$ cat src/rtl/ps2kd_pkg.sv
package ps2kd_pkg;

  localparam logic [7:0] PREFIX_E0 = 8'hE0;
  localparam logic [7:0] PREFIX_E1 = 8'hE1;
  localparam logic [7:0] FAKE_LSHIFT = 8'h2A;
  localparam logic [7:0] FAKE_RSHIFT = 8'h36;
  localparam logic [15:0] PAUSE_PAIR = 16'h451D;

  localparam logic [6:0] KEY_NONE   = 7'd0;
  localparam logic [6:0] KEY_CTRL   = 7'd29;
  localparam logic [6:0] KEY_SHIFT  = 7'd42;
  localparam logic [6:0] KEY_ALT    = 7'd56;
  localparam logic [6:0] KEY_CAPS   = 7'd58;
  localparam logic [6:0] KEY_NUM    = 7'd69;
  localparam logic [6:0] KEY_SCROLL = 7'd70;
  localparam logic [6:0] KEY_PAUSE  = 7'd119;

  localparam int OUT_BITS = 24;

  typedef enum logic [1:0] {
    E1_IDLE   = 2'd0,
    E1_FIRST  = 2'd1,
    E1_SECOND = 2'd2
  } ext1_phase_t;

  // Keycodes for E0-prefixed codes.
  function automatic logic [6:0] ext0_rom(input logic [6:0] code);
    logic [6:0] k;
    case (code)
      7'd29:   k = 7'd97;
      7'd56:   k = 7'd100;
      7'd71:   k = 7'd102;
      7'd72:   k = 7'd103;
      7'd73:   k = 7'd104;
      7'd75:   k = 7'd105;
      7'd77:   k = 7'd106;
      7'd79:   k = 7'd107;
      7'd80:   k = 7'd108;
      7'd81:   k = 7'd109;
      7'd82:   k = 7'd110;
      7'd83:   k = 7'd111;
      default: k = KEY_NONE;
    endcase
    return k;
  endfunction

  // Keycodes for plain codes.
  function automatic logic [6:0] base_rom(input logic [7:0] code);
    logic [6:0] k;
    if (code <= 8'd82) begin
      k = code[6:0];
    end else if (code == 8'd83) begin
      k = 7'd84;
    end else if (code >= 8'd86 && code <= 8'd88) begin
      k = code[6:0];
    end else begin
      k = KEY_NONE;
    end
    return k;
  endfunction

endpackage

$ cat src/rtl/ps2_scancode_key_decoder.sv
// Data path: an accepted byte is held in the input register and is decoded
// into the result register once that register is empty or being taken; only
// bytes that yield a key put a key event on the output.
// Throughput: one scancode byte per cycle; the input stalls only while the
// result register holds an event that has not been taken.
// Reset: synchronous, active high; clears the decoder enable, prefix state,
// all modifier and lock flags, and both valid registers.
module ps2_scancode_key_decoder
  import ps2kd_pkg::*;
(
  input  logic                clk,
  input  logic                rst,
  input  logic                cfg_we,
  input  logic                cfg_wdata,
  input  logic                s_axis_tvalid,
  output logic                s_axis_tready,
  input  logic [7:0]          s_axis_tdata,   // [7:0] scan_byte
  output logic                m_axis_tvalid,
  input  logic                m_axis_tready,
  // [6:0] key_code, [7] is_release, [8] shift_held, [9] ctrl_held,
  // [10] alt_held, [11] caps_lock_on, [12] num_lock_on, [13] scroll_lock_on,
  // [14] led_update, [17:15] led_bits, [23:18] zero
  output logic [OUT_BITS-1:0] m_axis_tdata
);

  logic        decoder_enable;
  logic        in_valid;
  logic [7:0]  in_byte;
  logic        out_valid;
  logic [OUT_BITS-1:0] out_data;

  logic        ext0_pending, ext0_pending_next;
  ext1_phase_t ext1_phase, ext1_phase_next;
  logic [7:0]  ext1_first_byte, ext1_first_byte_next;
  logic        shift_flag, shift_flag_next;
  logic        ctrl_flag, ctrl_flag_next;
  logic        alt_flag, alt_flag_next;
  logic        caps_flag, caps_flag_next;
  logic        numlock_flag, numlock_flag_next;
  logic        scroll_flag, scroll_flag_next;

  ext1_phase_t phase;
  logic        brk;
  logic [7:0]  code;
  logic [6:0]  key;
  logic        led;
  logic [OUT_BITS-1:0] result;
  logic        advance;

  assign advance       = in_valid && (!out_valid || m_axis_tready);
  assign s_axis_tready = !in_valid || advance;
  assign m_axis_tvalid = out_valid;
  assign m_axis_tdata  = out_data;

  // Prefix tracking and code translation.
  always_comb begin
    case (ext1_phase)
      E1_FIRST:  phase = E1_FIRST;
      E1_SECOND: phase = E1_SECOND;
      default:   phase = E1_IDLE;
    endcase
    // A prefix byte is not a break code only when its own prefix is not pending.
    brk = in_byte[7] && (phase != E1_IDLE || in_byte != PREFIX_E1) &&
          (ext0_pending || in_byte != PREFIX_E0);
    code = brk ? {1'b0, in_byte[6:0]} : in_byte;

    key                  = KEY_NONE;
    ext0_pending_next    = ext0_pending;
    ext1_phase_next      = phase;
    ext1_first_byte_next = ext1_first_byte;

    if (ext0_pending) begin
      // Fake shifts map to no key in the E0 table, so they are swallowed.
      ext0_pending_next = 1'b0;
      if (code != FAKE_LSHIFT && code != FAKE_RSHIFT) begin
        key = ext0_rom(code[6:0]);
      end
    end else begin
      case (phase)
        E1_SECOND: begin
          key = ({code, ext1_first_byte} == PAUSE_PAIR) ? KEY_PAUSE : KEY_NONE;
          ext1_phase_next = E1_IDLE;
        end
        E1_FIRST: begin
          ext1_first_byte_next = code;
          ext1_phase_next      = E1_SECOND;
        end
        default: begin
          if (code == PREFIX_E0) begin
            ext0_pending_next = 1'b1;
          end else if (code == PREFIX_E1) begin
            ext1_phase_next = E1_FIRST;
          end else begin
            key = base_rom(code);
          end
        end
      endcase
    end
  end

  // Modifier and lock updates and the result word.
  always_comb begin
    shift_flag_next   = shift_flag;
    ctrl_flag_next    = ctrl_flag;
    alt_flag_next     = alt_flag;
    caps_flag_next    = caps_flag;
    numlock_flag_next = numlock_flag;
    scroll_flag_next  = scroll_flag;
    led               = 1'b0;
    if (brk) begin
      case (key)
        KEY_SHIFT: shift_flag_next = 1'b0;
        KEY_CTRL:  ctrl_flag_next  = 1'b0;
        KEY_ALT:   alt_flag_next   = 1'b0;
        default:   ;
      endcase
    end else begin
      case (key)
        KEY_SHIFT:  shift_flag_next = 1'b1;
        KEY_CTRL:   ctrl_flag_next  = 1'b1;
        KEY_ALT:    alt_flag_next   = 1'b1;
        KEY_CAPS: begin
          caps_flag_next = !caps_flag;
          led            = 1'b1;
        end
        KEY_NUM: begin
          numlock_flag_next = !numlock_flag;
          led               = 1'b1;
        end
        KEY_SCROLL: begin
          scroll_flag_next = !scroll_flag;
          led              = 1'b1;
        end
        default: ;
      endcase
    end
    result = {6'd0,
              led ? {caps_flag_next, numlock_flag_next, scroll_flag_next} : 3'd0,
              led, scroll_flag_next, numlock_flag_next, caps_flag_next,
              alt_flag_next, ctrl_flag_next, shift_flag_next, brk, key};
  end

  always_ff @(posedge clk) begin
    if (rst) begin
      decoder_enable  <= 1'b0;
      in_valid        <= 1'b0;
      out_valid       <= 1'b0;
      ext0_pending    <= 1'b0;
      ext1_phase      <= E1_IDLE;
      ext1_first_byte <= 8'd0;
      shift_flag      <= 1'b0;
      ctrl_flag       <= 1'b0;
      alt_flag        <= 1'b0;
      caps_flag       <= 1'b0;
      numlock_flag    <= 1'b0;
      scroll_flag     <= 1'b0;
    end else begin
      if (cfg_we) begin
        decoder_enable <= cfg_wdata;
      end
      if (s_axis_tready) begin
        in_valid <= s_axis_tvalid;
      end
      // A disabled decoder drops the byte with no effect on state.
      if (advance && decoder_enable) begin
        ext0_pending    <= ext0_pending_next;
        ext1_phase      <= ext1_phase_next;
        ext1_first_byte <= ext1_first_byte_next;
        if (key != KEY_NONE) begin
          shift_flag   <= shift_flag_next;
          ctrl_flag    <= ctrl_flag_next;
          alt_flag     <= alt_flag_next;
          caps_flag    <= caps_flag_next;
          numlock_flag <= numlock_flag_next;
          scroll_flag  <= scroll_flag_next;
        end
      end
      if (advance && decoder_enable && key != KEY_NONE) begin
        out_valid <= 1'b1;
      end else if (m_axis_tready) begin
        out_valid <= 1'b0;
      end
    end
  end

  always_ff @(posedge clk) begin
    if (s_axis_tready && s_axis_tvalid) begin
      in_byte <= s_axis_tdata;
    end
    if (advance && decoder_enable && key != KEY_NONE) begin
      out_data <= result;
    end
  end

endmodule

$ cat config.mk
export PLATFORM = sky130hd
export DESIGN_NAME = ps2_scancode_key_decoder
export DESIGN_NICKNAME = d
export VERILOG_FILES = /design/src/rtl/ps2kd_pkg.sv /design/src/rtl/ps2_scancode_key_decoder.sv
export SDC_FILE = /design/constraint.sdc
export NUM_CORES = 1
export LEC_CHECK = 0
export BUFFER_PORTS_ARGS = -buffer_cell sky130_fd_sc_hd__buf_2
export CORE_ASPECT_RATIO = 0.5
export CORE_MARGIN = 5
export CORE_UTILIZATION = 55
export CTS_CLUSTER_SIZE = 30
export DETAILED_ROUTE_END_ITERATION = 6
export GPL_ROUTABILITY_DRIVEN = 1
export HOLD_SLACK_MARGIN = 0.1
export PLACE_DENSITY = 0.75
export SETUP_SLACK_MARGIN = 0.5
export SLEW_MARGIN = 20
export SYNTH_ARGS = -nofsm -noshare
export SYNTH_HDL_FRONTEND = slang
export SYNTH_SLANG_ARGS = --single-unit
$ cat constraint.sdc
create_clock -name clk -period 3.67 [get_ports clk]
set_input_delay 1.101 -clock clk [delete_from_list [all_inputs] [get_ports clk]]
set_output_delay 1.101 -clock clk [all_outputs]
set_load 0.1 [all_outputs]
======== After elaboration in Yosys (flattened, before gate mapping) ========
Cells that the tools add are included.
Widths: inputs -> output; s select.
storage, ports and cells
  bits in registers ....................... 46
  input bits .............................. 14
  output and inout port bits .............. 26
  logic and storage cells ................. 111
operators by class
  magnitude comparators ................... 3
  eq/ne operators ......................... 30
  mux-type cells .......................... 38
  bitwise gates (word level) .............. 1
  reductions and logical operators ........ 24
operators by type and width
  cell                  number
  $eq 7x7->1 const B    12
  $pmux 7 s12           1
  $mux 7                8
  $eq 7x6->1 const B    4
  $mux 1                22
  $eq 16x15->1 const B  1
  $eq 8x8->1 const B    2
  $le 8x7->1 const B    2
  $ne 8x6->1 const B    2
  $ne 8x8->1 const B    2
  $eq 7x5->1 const B    2
  $pmux 7 s2            1
  $eq 8x7->1 const B    1
  $ge 8x7->1 const B    1
  $logic_and 1x1->1     8
  $mux 8                1
  $pmux 2 s2            2
  $reduce_bool 7->1     1
  $mux 2                3
  $logic_not 1->1       5
  $eq 2x1->1 const B    2
  $eq 2x2->1 const B    2
  $logic_or 1x1->1      4
  $reduce_bool 2->1     2
  other kinds (5)       5

======== Depth between registers and ports, before layout ========
  word-level depth ........................ 20
  gate-level depth with buffers ........... 12

======== Worst setup path after synthesis ========
OpenSTA, ideal clock, no wires.
  path kind ............................... flip-flop to output port
  start point ............................. reg out_valid (netlist: m_axis_tvalid)
  end point ............................... out s_axis_tready
  arrival time ............................ 1923 ps
  required time ........................... 2569 ps
  slack ................................... 646 ps
  stages on the path, launching flop included .. 2
  cells stage by stage .................... dfxtp_1 > nand3b_1
between the ends
  cells in the longest elaborated chain, start to end .. 4
ends and longest elaborated chain
  item                    line                             text
  from (decl)             ps2_scancode_key_decoder.sv:29   logic out_valid;
  from (signal assigned)  ps2_scancode_key_decoder.sv:147  out_valid <= 1'b0;
  from (signal assigned)  ps2_scancode_key_decoder.sv:179  out_valid <= 1'b1;
  from (signal assigned)  ps2_scancode_key_decoder.sv:181  out_valid <= 1'b0;
  $logic_not 1->1         ps2_scancode_key_decoder.sv:50   assign advance = in_valid && (!out_valid || m_axis_tready);
  $logic_or 1x1->1        ps2_scancode_key_decoder.sv:50
  $logic_and 1x1->1       ps2_scancode_key_decoder.sv:50
  $logic_or 1x1->1        ps2_scancode_key_decoder.sv:51   assign s_axis_tready = !in_valid || advance;
  to (decl)               ps2_scancode_key_decoder.sv:16   output logic s_axis_tready,
No other way between the ends.

======== Worst setup path in the final report ========
  start point ............................. reg in_byte[3]
  end point ............................... reg shift_flag
between the ends
  cells in the longest elaborated chain, start to end .. 17
ends and longest elaborated chain
  item                                             line                                                              text
  from (decl)                                      ps2_scancode_key_decoder.sv:28                                    logic [7:0] in_byte;
  from (signal assigned)                           ps2_scancode_key_decoder.sv:188                                   in_byte <= s_axis_tdata;
  $ne 8x8->1                                       ps2_scancode_key_decoder.sv:63                                    brk = in_byte[7] && (phase != E1_IDLE || in_byte != PREFIX_E1) &&
  $logic_or 1x1->1                                 ps2_scancode_key_decoder.sv:63
  $logic_and 1x1->1 (2 in a row)                   ps2_scancode_key_decoder.sv:63
  $mux 8 (*)                                       ps2_scancode_key_decoder.sv:65                                    code = brk ? {1'b0, in_byte[6:0]} : in_byte;
  $ge 8x7->1 / $le 8x7->1 (equally long branches)  ps2kd_pkg.sv:54                                                   end else if (code >= 8'd86 && code <= 8'd88) begin
  $logic_and 1x1->1                                ps2kd_pkg.sv:54
  $mux 7                                           ps2kd_pkg.sv:54
  $mux 7                                           ps2kd_pkg.sv:52                                                   end else if (code == 8'd83) begin
  $mux 7                                           ps2kd_pkg.sv:50                                                   if (code <= 8'd82) begin
  $mux 7                                           ps2_scancode_key_decoder.sv:91                                    end else if (code == PREFIX_E1) begin
  $mux 7                                           ps2_scancode_key_decoder.sv:89                                    if (code == PREFIX_E0) begin
  $pmux 7 s2                                       ps2_scancode_key_decoder.sv:79                                    case (phase)
  $mux 7 (*)                                       ps2_scancode_key_decoder.sv:72                                    if (ext0_pending) begin
  named net key[5]                                 ps2_scancode_key_decoder.sv:45                                    logic [6:0] key;
  $eq 7x6->1                                       ps2_scancode_key_decoder.sv:111, ps2_scancode_key_decoder.sv:118
  $mux 1, on equally long branches                 ps2_scancode_key_decoder.sv:118, ps2_scancode_key_decoder.sv:111
  $mux 1                                           ps2_scancode_key_decoder.sv:110                                   if (brk) begin
  to (signal assigned)                             ps2_scancode_key_decoder.sv:170                                   shift_flag <= shift_flag_next;
  to (decl)                                        ps2_scancode_key_decoder.sv:35                                    logic shift_flag, shift_flag_next;
Mark *: on every way through the listed nets, which the timed path passes. The rest lies on a longest branch.
A chain may end at the register's enable or synchronous reset.

==> flow_summary.json <==
{
  "final_max_slew_viol_count": 0,
  "antenna_cells": 0,
  "grt_pass1_wl_um": 8380,
  "required_ns": 3.93,
  "netlist_area_um2": 2510,
  "netlist.area_leader.share": 0.311,
  "dieArea_um2": 6100,
  "startpoint": "in_byte[3]",
  "tns_ns": 0,
  "num_rows": 17,
  "hold_buffers": 0,
  "slew_headroom": 0.422,
  "antenna_found_initial": 0,
  "synth-main-ff-cell": "edfxtp_1",
  "synth_area_leaders": "edfxtp_1 31%, dfxtp_1 16%, mux2i_1 3.2%, nor2_1 2.7%, nor2b_1 2.5%",
  "fmax_mhz": 329,
  "setup_viol": 0,
  "endpoint_kind": "flop",
  "clock_latency_ns": 0.31,
  "crit_path_end": "shift_flag",
  "rsz0062_at_grt": "true",
  "leakage_nw": 1.14,
  "die_h_um": 57.8,
  "multiInputGateArea_um2": 1190,
  "synth-edff-count": 26,
  "drc_errors": 0,
  "cts-root-buf": "clkbuf_8",
  "port_buffers": 33,
  "syn_to_final_growth_pct": 17.2,
  "htree_levels": 2,
  "mostFrequentLayoutCell": "buf_2",
  "place_congestion": 0.869,
  "fill_cells": 339,
  "fp.dieW_um": 106,
  "async_flop_share": 0,
  "crit_type": "flop to flop",
  "grt_use_total": 0.170,
  "r2r_end": "shift_flag",
  "syn_inst": 246,
  "path_clk_slew_ns": 0.09,
  "ios": 40,
  "drive_above_1_share": 0.284,
  "drtIter0Drc": 151,
  "r2r_start": "in_byte[3]",
  "cts_tree": "built",
  "critPathMaxFanout": 31,
  "worst_pin_slew_ns": 0.865,
  "synth.ff_latch_count": 46,
  "cp_cell_sequence": "or4b_4, a21oi_2, o311ai_4, and3_4, inv_2, or4_1, o31a_1, buf_4, nor3b_1, a31o_1",
  "ir_drop_mv": 0.180,
  "fin_total_pwr_mw": 1.07,
  "hp-class": "flop to flop",
  "seq_area_um2": 1180,
  "yosys.cell_types.count": 54,
  "vias_per_cell": 5.62,
  "layout_common_cells": "33 x buf_2, 26 x edfxtp_1, 23 x buf_4",
  "cp_slowest_cell": "edfxtp_1",
  "drv_cap": 0,
  "synth_top_area_cell": "edfxtp_1",
  "core_um2": 4400,
  "yosysWarnings": 0,
  "wl_per_cell_um": 15.1,
  "ant_nets": 0,
  "firstDrtPassIters": 4,
  "grt_start_max_net_pins": 32,
  "finalWirelength_um": 5340,
  "overflow": 0,
  "via_count": 1985,
  "finalHoldViolCount": 0,
  "clkSinkCount": 46,
  "ys_seq_area_frac": 0.471,
  "r2r_setup_slack_ns": 0.63,
  "period_share": 0.829,
  "min_delay_path_depth": 2,
  "cp.arrival_ns": 3.30,
  "critPathMaxStageDelay_ns": 0.59,
  "powerDensity_nw_per_um2": 365,
  "startpoint_type": "flop",
  "syn_avg_cell_area_um2": 10.2,
  "outcome": "finished clean",
  "reg2regPathDepth": 10,
  "start_util": 0.570,
  "final_nets": 311,
  "hold_path.startpoint": "ext1_first_byte[7]",
  "cts_buffers": 5,
  "grt_pass1_vias": 1735,
  "finalClockSkew_ns": 0.00671,
  "cts_max_path_buffers": 2,
  "dp_hpwl_um": 3510,
  "min_period_ns": 3.04
}
[flip-flops by register name (all words and copies together) (netlist names)]
register,cells
alt_flag,1
caps_flag,1
m_axis_tdata,18
scroll_flag,1
shift_flag,1
ext1_phase,2
ext0_pending,1
decoder_enable,1
in_valid,1
ext1_first_byte,8
ctrl_flag,1
numlock_flag,1
in_byte,8
m_axis_tvalid,1
[metrics by stage]
stage | worst slack [ns] | cells | utilization | hold slack, ns | instance area, um^2
floorplan | 0.646 | 251 | - | 0.446 | 2530
global placement | 0.619 | 322 | 0.603 | 0.461 | 2650
detailed placement | 0.540 | 322 | 0.603 | 0.472 | 2650
CTS | 0.511 | 330 | 0.627 | 0.485 | 2760
global route | 0.460 | 353 | 0.668 | 0.524 | 2940
finish | 0.627 | 353 | 0.668 | 0.492 | 2940
[final cells by class]
| cell class | count | area share |
|---|---|---|
| inverter | 12 | 0.0153 |
| sequential | 46 | 0.402 |
| multi-input combinational | 173 | 0.405 |
| clock buffer | 6 | 0.0319 |
| timing repair buffer | 57 | 0.117 |
| clock inverter | 2 | 0.00510 |
| tap | 57 | 0.0242 |
[worst min-delay path by stage]
stage	endpoint	slack, ns
6_report	ext1_first_byte[7]	0.49
3_3_place_gp	ext1_first_byte[7]	0.46
5_1_grt	ext1_first_byte[7]	0.52
4_1_cts	ext1_first_byte[7]	0.48
3_5_place_dp	ext1_first_byte[7]	0.47
2_1_floorplan	ext1_first_byte[7]	0.45
[synth_stat cells, types with 6 or more instances]
cell,instances
nand4_1,6
o21ai_0,7
nor3b_1,7
dfxtp_1,20
nand3_1,9
a21oi_1,11
nor2_1,18
inv_1,10
a31o_1,6
edfxtp_1,26
nor2b_1,10
mux2i_1,8
clkbuf_1,7
buf_4,6
nand2_1,15
[report_power, final]
group	leakage, nW	total (mW)	switching, mW	internal, mW
combinational	0.684	0.158	0.109	0.0485
sequential	0.405	0.565	0.0116	0.554
clock	0.0486	0.351	0.176	0.175
total	1.14	1.07	0.297	0.777
[logic make-up (layout without fill, tap and decap cells)]
| group | after synthesis | in the layout | synth area share |
|---|---|---|---|
| compound gates | 48 | 48 | 0.143 |
| buf+inv | 32 | 77 | 0.0653 |
| xor+xnor | 3 | 3 | 0.0105 |
| simple gates | 103 | 103 | 0.254 |
| fa+ha+maj | 2 | 2 | 0.00997 |
| mux | 11 | 11 | 0.0454 |
| other cells | 1 | 6 | 0.00149 |
| flops | 46 | 46 | 0.471 |
[worst max-delay path, delay by kind of cell, from the launching register on]
| family | cells | cell delay, ns |
|---|---|---|
| AO/OA/AOI/OAI | 4 | 0.76 |
| flip-flops | 1 | 0.59 |
| AND/OR/NAND/NOR | 4 | 1.32 |
| buffers and inverters | 2 | 0.30 |
[routing by layer]
metal,GRT usage,vias up,part of all wire
met3,0.0567,11,0.066
met5,0,-,0
met4,0.0517,0,0.013
met1,0.240,916,0.49
li1,-,991,-
met2,0.250,67,0.44
[what timing repair did]
item | in CTS | in global routing
resized for setup | 0 | 3
setup endpoints to repair | 0 | 28
buffers inserted | 0 | 23
No activity file was read; power rests on OpenSTA's default activity.
